File: src/rtl/core/sit_pkg.sv
// sit_pkg: shared codes for the sorted insert table
// command and status encodings used by the top level and the cells
// no dependencies
`default_nettype none

package sit_pkg;

  localparam logic CMD_INSERT = 1'b0;
  localparam logic CMD_READ   = 1'b1;

  localparam int STATUS_W = 2;
  typedef logic [STATUS_W-1:0] status_t;

  localparam status_t ST_OK    = 2'd0;
  localparam status_t ST_FULL  = 2'd1;
  localparam status_t ST_EMPTY = 2'd2;

  // per-beat selection sent to every cell of the chain
  typedef struct packed {
    logic ins_en;   // shift the chain this cycle
    logic ins_sel;  // an insert that will land: mark the landing cell
    logic rd_sel;   // a read: the addressed cell shows its entry
  } cell_ctl_t;

endpackage

`default_nettype wire

File: src/rtl/core/sit_cell.sv
// sit_cell: one slot of the sorted chain, holds a key and a payload
// compares against the new key, shifts from its lower neighbor; depends on sit_pkg
`default_nettype none

module sit_cell
  import sit_pkg::*;
#(
  parameter int KEY_W = 32,
  parameter int PAY_W = 16,
  parameter int IDX_W = 10,
  parameter int CNT_W = 11,
  parameter int INDEX = 0
) (
  input  wire logic                         clk,
  input  wire cell_ctl_t                    ctl,
  input  wire logic [CNT_W-1:0]             count,
  input  wire logic [KEY_W-1:0]             new_key,
  input  wire logic [PAY_W-1:0]             new_pay,
  input  wire logic [IDX_W-1:0]             ridx,
  input  wire logic                         prev_ge,
  input  wire logic [KEY_W-1:0]             prev_key,
  input  wire logic [PAY_W-1:0]             prev_pay,
  output logic                              ge,
  output logic [KEY_W-1:0]                  key_q,
  output logic [PAY_W-1:0]                  pay_q,
  output logic [IDX_W+KEY_W+PAY_W-1:0]      leaf
);

  localparam logic [CNT_W-1:0] MY_CNT = CNT_W'(INDEX);
  localparam logic [IDX_W-1:0] MY_IDX = IDX_W'(INDEX);

  logic [KEY_W-1:0] key_r;
  logic [PAY_W-1:0] pay_r;
  logic             occupied;
  logic             land;

  // cells past the fill level count as greater, so the chain stays monotone
  assign occupied = MY_CNT < count;
  assign ge       = !occupied || (key_r > new_key);
  assign land     = ge && !prev_ge;

  always_ff @(posedge clk) begin
    if (ctl.ins_en) begin
      if (prev_ge) begin
        key_r <= prev_key;
        pay_r <= prev_pay;
      end else if (ge) begin
        key_r <= new_key;
        pay_r <= new_pay;
      end
    end
  end

  always_comb begin
    leaf = '0;
    if (ctl.rd_sel) begin
      if (occupied && (ridx == MY_IDX)) begin
        leaf = {MY_IDX, key_r, pay_r};
      end
    end else if (ctl.ins_sel && land) begin
      leaf = {MY_IDX, {(KEY_W+PAY_W){1'b0}}};
    end
  end

  assign key_q = key_r;
  assign pay_q = pay_r;

endmodule

`default_nettype wire

File: config.mk
export PLATFORM = sky130hd
export DESIGN_NAME = sit_cell
export DESIGN_NICKNAME = d
export VERILOG_FILES = /design/src/rtl/core/sit_pkg.sv /design/src/rtl/core/sit_cell.sv
export SDC_FILE = /design/constraint.sdc
export NUM_CORES = 1
export LEC_CHECK = 0
export BUFFER_PORTS_ARGS = -buffer_cell sky130_fd_sc_hd__buf_2
export CAP_MARGIN = 15
export CELL_PAD_IN_SITES_DETAIL_PLACEMENT = 0
export CELL_PAD_IN_SITES_GLOBAL_PLACEMENT = 1
export CORE_ASPECT_RATIO = 0.8
export CORE_MARGIN = 4
export CORE_UTILIZATION = 32
export DETAILED_ROUTE_END_ITERATION = 8
export PLACE_DENSITY_LB_ADDON = 0.1
export SYNTH_ARGS = -nofsm -noshare
export SYNTH_HDL_FRONTEND = slang
export SYNTH_SLANG_ARGS = --single-unit
File: constraint.sdc
create_clock -name clk -period 15.5 [get_ports clk]
set_clock_uncertainty 0.05 [all_clocks]
set_input_delay 3.1 -clock clk [delete_from_list [all_inputs] [get_ports clk]]
set_output_delay 3.1 -clock clk [all_outputs]
set_load 0.03 [all_outputs]
==> results.md, run 1 <==
* Outcome: completed
* Worst path top cell family by delay: simple AND/OR/NAND/NOR gates
* Vias at roughly 3000
* Fin nets at just under 700
* Clk_lat worst skew at around 0.28 ns
* Detailed Route Iter0 Violations at 129
* Core area at about 0.01 mm^2
* Drt wl/cell at about 14 um
* DRT antenna net count at 0
* Cts bufs inserted at 5
* Cts hold-fix bufs at 0
* Critical path, cell by cell: buf_2 > nor4_1 > nand4_1 > nor2_4 > and2_4 > buf_2
* Synth Area per Inst at between 10 and 15 um^2
* Vias per cell at between 4 and 5
* Dpl hpwl at between 7000 and 8000 um
* N_diodes at 0
* # DRC at 0
* Slowest CP cell: nor2_4
* Setup TNS at 0 ns
* IO Count at 229
* Final Critical Period at around 8.2 ns
* CTS max path bufs at 2
* CP Capture Type: output pin
* Max Slew Vio Count at 0
* Synth Instances at approximately 330
* Most frequent cells in the layout: 217 x buf_2, 48 x edfxtp_1, 37 x nand2_1
* Clk slew on worst S/H paths at roughly 0.07 ns
* Sequential cell area fraction in the yosys report at 0.429
* Final wirelength at 9840 um
* Clock Sinks at 48
* Crit Path Category: primary input to output pin
* Relative slew slack at 0.331
* Synth cell types at 32
* RSZ-0062 raised after global routing: no
* Synth warnings at 0
* Fmax at 0.122 GHz
* # setup viols final at 0
* IO Port Bufs at 217
* Post-synth EDFFs at 48
* Critical Path AT at between 5 and 6 ns
* Tot Pwr at approximately 0.37 mW
* Largest net degree at the start of global routing at slightly above 80
* Initial antenna violation count at 0
* Number of global-route vias before repair at 2999
* Max Cap Viol at 0
* Worst path most repeated cell: buf_2
* Period utilisation layout at 0.529
* Area Overhead vs Synth at 39.6%
* Die ar. at 0.0122 mm^2
* Total setup buffers inserted after CTS at 0
* Peak VDD IR at slightly above 0.00004 V
* Final Hold Viols at 0
* Mapped cell area at between 0.003 and 0.004 mm^2
* Async SR Flop Fraction at 0
* CP Max Fanout at 47
* Hold crit path type: register to register
* Overall Global Routing Usage at 0.160
* GPL Wtd Cong at between 0.7 and 0.8
* CTS tree: built
* Pre-antenna DRT Iters at 4
* Post-CTS resize count at 0
* Largest stage delay on the critical path at 0.80 ns
* Most common cell after layout, fill and taps aside: buf_2
* Std cell rows at 33
* Fraction of layout cells with a size suffix above 1 at 0.512
* Starting density of the core at 0.328
* Remaining global-route overflow at 0
* Die height at 99.6 um
* Critical Path RT at roughly 12 ns
* Worst Path Buf+Inv at 2
* Worst setup SP type: primary input
* Post-synth top flop: edfxtp_1
* Power per cell area at approximately 80 mW/mm^2
* Number of synthesized register bits at 48
* P_leak at around 2.4 nW
* Clk root buf: clkbuf_16
* Htree depth at 2
* Die X at around 120 um
* Least-Margin Pin Slew at between 1 and 1.5 ns
* First-pass GRT wire length at ~15000 um
cells by family (layout without fill, tap and decap cells):
logic type / count (synthesis) / count (layout) / synth area share
flops: 48 / 48 / 0.429
simple gates: 115 / 115 / 0.212
compound gates: 58 / 58 / 0.0950
mux: 17 / 17 / 0.0570
other cells: 1 / 10 / 0.00112
fa+ha+maj: 32 / 32 / 0.119
buf+inv: 56 / 259 / 0.0861
worst register-to-register path: cells and delay by family (launching register included):
kind | cells | cell delay, ns
flip-flops | 1 | 0.42
AND/OR/NAND/NOR | 2 | 0.60
adder cells (fa/ha/maj) | 1 | 0.34
AO/OA/AOI/OAI | 3 | 1.09
buffers and inverters | 1 | 0.48
report_power, final:
part	total, mW	internal (mW)	switching [mW]
registers	0.163	0.157	0.00676
logic	0.0871	0.0330	0.0541
clock network	0.124	0.0759	0.0477
stage by stage:
stage	instances	utilization	hold WS (ns)	instance area, um^2	setup slack [ns]
after floorplan	336	-	1.95	3390	7.68
after global placement	671	0.441	1.46	4520	7.25
after detailed placement	671	0.441	1.47	4520	7.21
after CTS	679	0.458	1.49	4690	7.22
after global routing	679	0.458	1.58	4690	7.03
final	679	0.458	1.45	4690	7.30
area by class of cell:
cell class              count  area [um^2]
fillers                  1050         5550
multi-input cells         232         1680
flip-flops and latches     48         1440
repair buffers            219         1100
well taps                 140          175
clock buffers               5          125
inverters                  32          120
clock inverters             3         42.5
per-layer routing:
layer | vias up | part of all wire | global-route usage
met5 | - | 0 | 0
met4 | 0 | 0.012 | 0.0361
met3 | 6 | 0.081 | 0.0449
met2 | 123 | 0.48 | 0.268
met1 | 1312 | 0.43 | 0.207
li1 | 1548 | - | -
synth_stat cells, types with 3 or more instances:
cell,instances,area (um^2)
edfxtp_1,48,1440
nand2_1,37,139
o21ai_0,34,170
ha_1,32,400
inv_1,32,120
and2_4,30,263
and2_1,18,113
mux2_2,17,191
a21oi_1,14,70.1
buf_4,10,75.1
clkbuf_1,8,30.0
nor4_1,6,37.5
nand3_1,5,25.0
nand4_1,5,31.3
and4_1,4,35.0
nor2_1,4,15.0
buf_8,3,45.0
final timing paths:
kind / startpoint / cells after the start / slack [ns] / end
worst max-delay path: ridx[0] / 6 / 7.30 / leaf[22]
worst max register to register: key_q[14] / 7 / 12.16 / pay_q[7]
worst min-delay path: key_q[2] / 5 / 1.45 / key_q[15]
worst min register to register: key_q[2] / 5 / 1.45 / key_q[15]
sequential cells by signal (all words and copies together) (netlist names):
name   flops
key_q     32
pay_q     16
Note: power is estimated with default switching activity, not from simulation.
==> run 2: changes to the inputs <==
--- a/config.mk
+++ b/config.mk
@@ -11,7 +11,7 @@
 export CELL_PAD_IN_SITES_GLOBAL_PLACEMENT = 1
 export CORE_ASPECT_RATIO = 0.8
 export CORE_MARGIN = 4
-export CORE_UTILIZATION = 32
+export CORE_UTILIZATION = 30
 export DETAILED_ROUTE_END_ITERATION = 8
 export PLACE_DENSITY_LB_ADDON = 0.1
 export SYNTH_ARGS = -nofsm -noshare
==> constraint.sdc (replaced) <==
create_clock -name clk -period 7.9 [get_ports clk]
set_clock_uncertainty 0.05 [all_clocks]
set_input_delay 1.58 -clock clk [delete_from_list [all_inputs] [get_ports clk]]
set_output_delay 1.58 -clock clk [all_outputs]
set_load 0.03 [all_outputs]
==> results.md, run 2 (synthesized netlist as in run 1, its figures left out) <==
* Multi-input gate area at approximately 0.0017 mm^2
* Drt wl/cell at ~14 um
* Relative slew slack at 0.322
* Met1 Resource Use GR at 0.182
* Total setup buffers inserted after CTS at 0
* Global routing met2 resource utilization at 0.249
* Remaining global-route overflow at 0
* Initial antenna violation count at 0
* Worst r2r src: key_q[14]
* Cts hold-fix bufs at 0
* Most common cell after layout, fill and taps aside: buf_2
* FF-to-FF End: key_q[14]
* N_diodes at 0
* CP Max Fanout at between 40 and 50
* Worst path top cell family by delay: simple AND/OR/NAND/NOR gates
* Register area at around 0.0014 mm^2
* Post-CTS resize count at 0
* CP Capture Type: output pin
* Least-Margin Pin Slew at between 1 and 1.5 ns
* Period utilisation layout at 0.644
* Filler cell count at 1116
* IO Count at about 230
* Cts bufs inserted at 5
* Max Cap Viol at 0
* First-pass GRT wire length at between 10000 and 15000 um
* Peak VDD IR at roughly 0.000076 V
* Critical Path RT at between 6 and 7 ns
* Worst Path Buf+Inv at 2
* CTS max path bufs at 2
* Setup TNS at 0 ns
* P_leak at 2.42 nW
* Max reg flops at 32
* Final wirelength at 9810 um
* Hold crit path type: register to register
* DRT antenna net count at 0
* Hold Path Depth at 4
* Outcome: completed
* Detailed Route Iter0 Violations at 119
* Die height at between 100 and 150 um
* Start point of the worst hold path: key_q[31]
* Critical path, cell by cell: buf_2 > nor4_1 > nand4_1 > nor2_4 > and2_4 > buf_2
* Final Hold Viols at 0
* Worst setup SP type: primary input
* Clk slew on worst S/H paths at 0.07 ns
* Die ar. at 0.0130 mm^2
* Worst R2R Path Depth at 7
* Dpl hpwl at approximately 7800 um
* Std cell rows at 34
* GPL Wtd Cong at ~0.72
* Met3 GRT Util at 0.0414
* CTS tree: built
* # setup viols final at 0
* Final Critical Period at 5.09 ns
* Clk root buf: clkbuf_16
* Largest stage delay on the critical path at slightly above 0.8 ns
* Starting density of the core at 0.308
* Core area at roughly 0.011 mm^2
* Clk_lat worst skew at roughly 0.29 ns
* WHS Endpoint: key_q[28]
* Power per cell area at 158 mW/mm^2
* Top Usage Layer GRT: met2
* Most frequent cells in the layout: 217 x buf_2, 48 x edfxtp_1, 37 x nand2_1
* Largest net degree at the start of global routing at 82
* Fin nets at 692
* IO Port Bufs at about 220
* Slowest CP cell: nor2_4
* Fmax at between 0.15 and 0.2 GHz
* Vias at between 3000 and 4000
* Htree depth at 2
* Crit Path Category: primary input to output pin
* Die X at ~130 um
* Levels on crit path at 6
* Vias per cell at approximately 4.4
* Overall Global Routing Usage at 0.143
* Reg2reg setup slack at between 4 and 5 ns
* Max Slew Vio Count at 0
* # DRC at 0
* Area Overhead vs Synth at 39.8%
* Worst path most repeated cell: buf_2
* Number of global-route vias before repair at 2926
* Fraction of layout cells with a size suffix above 1 at 0.514
* Critical Path AT at 3.46 ns
* RSZ-0062 raised after global routing: no
* Tot Pwr at ~0.74 mW
* Clock Sinks at 48
* Pre-antenna DRT Iters at 4
[run 2: cell types whose count changed in the layout (fill, tap and decap cells not counted), sizes merged]
cell      before  now
clkinv         2    0
clkinvlp       0    1
inv           32   33
[run 2: worst register-to-register path: cells and delay by family (launching register included)]
family	cells	cell delay (ns)
DFF	1	0.42
buffers and inverters	1	0.53
and+or+nand+nor	2	0.58
AOI/OAI and AO/OA	3	0.89
adders and majority gates	1	0.33
[run 2: report_power, final]
group          leakage, nW  switching (mW)  internal [mW]  total [mW]
clock network       0.0804           0.100          0.151       0.251
registers            0.461          0.0135          0.307       0.320
logic                 1.88           0.107         0.0650       0.172
total                 2.42           0.221          0.523       0.743
[run 2: area by class of cell]
| type | instances | share of cell area |
|---|---|---|
| Timing Repair Buffer | 219 | 0.235 |
| Sequential cell | 48 | 0.307 |
| Clock buffer | 5 | 0.0267 |
| Clock inverter | 3 | 0.00986 |
| Tap cell | 144 | 0.0384 |
| Inverter | 32 | 0.0256 |
| Multi-Input combinational cell | 232 | 0.358 |
[run 2: stage by stage]
step | hold WS [ns] | setup slack, ns | cells | utilization | area, um^2
floorplan | 1.72 | 2.03 | 336 | - | 3390
global placement | 1.43 | 2.78 | 675 | 0.415 | 4520
detailed placement | 1.44 | 2.75 | 675 | 0.415 | 4520
CTS | 1.46 | 2.74 | 683 | 0.431 | 4690
global route | 1.51 | 2.54 | 683 | 0.431 | 4690
finish | 1.43 | 2.81 | 683 | 0.431 | 4690
[run 2: routing by layer]
layer	up-vias	part of all wire
li1	1545	-
met1	1342	0.43
met2	124	0.49
met3	2	0.084
met4	0	0.0039
met5	-	0
[run 2: how the worst max path moves through the flow]
| stage | startpoint | end | slack, ns |
|---|---|---|---|
| floorplan | new_key[14] | key_q[0] | 2.03 |
| global placement | ridx[1] | leaf[31] | 2.78 |
| detailed placement | ridx[1] | leaf[31] | 2.75 |
| CTS | ridx[1] | leaf[31] | 2.74 |
| global route | ridx[1] | leaf[31] | 2.54 |
| finish | ridx[1] | leaf[31] | 2.81 |
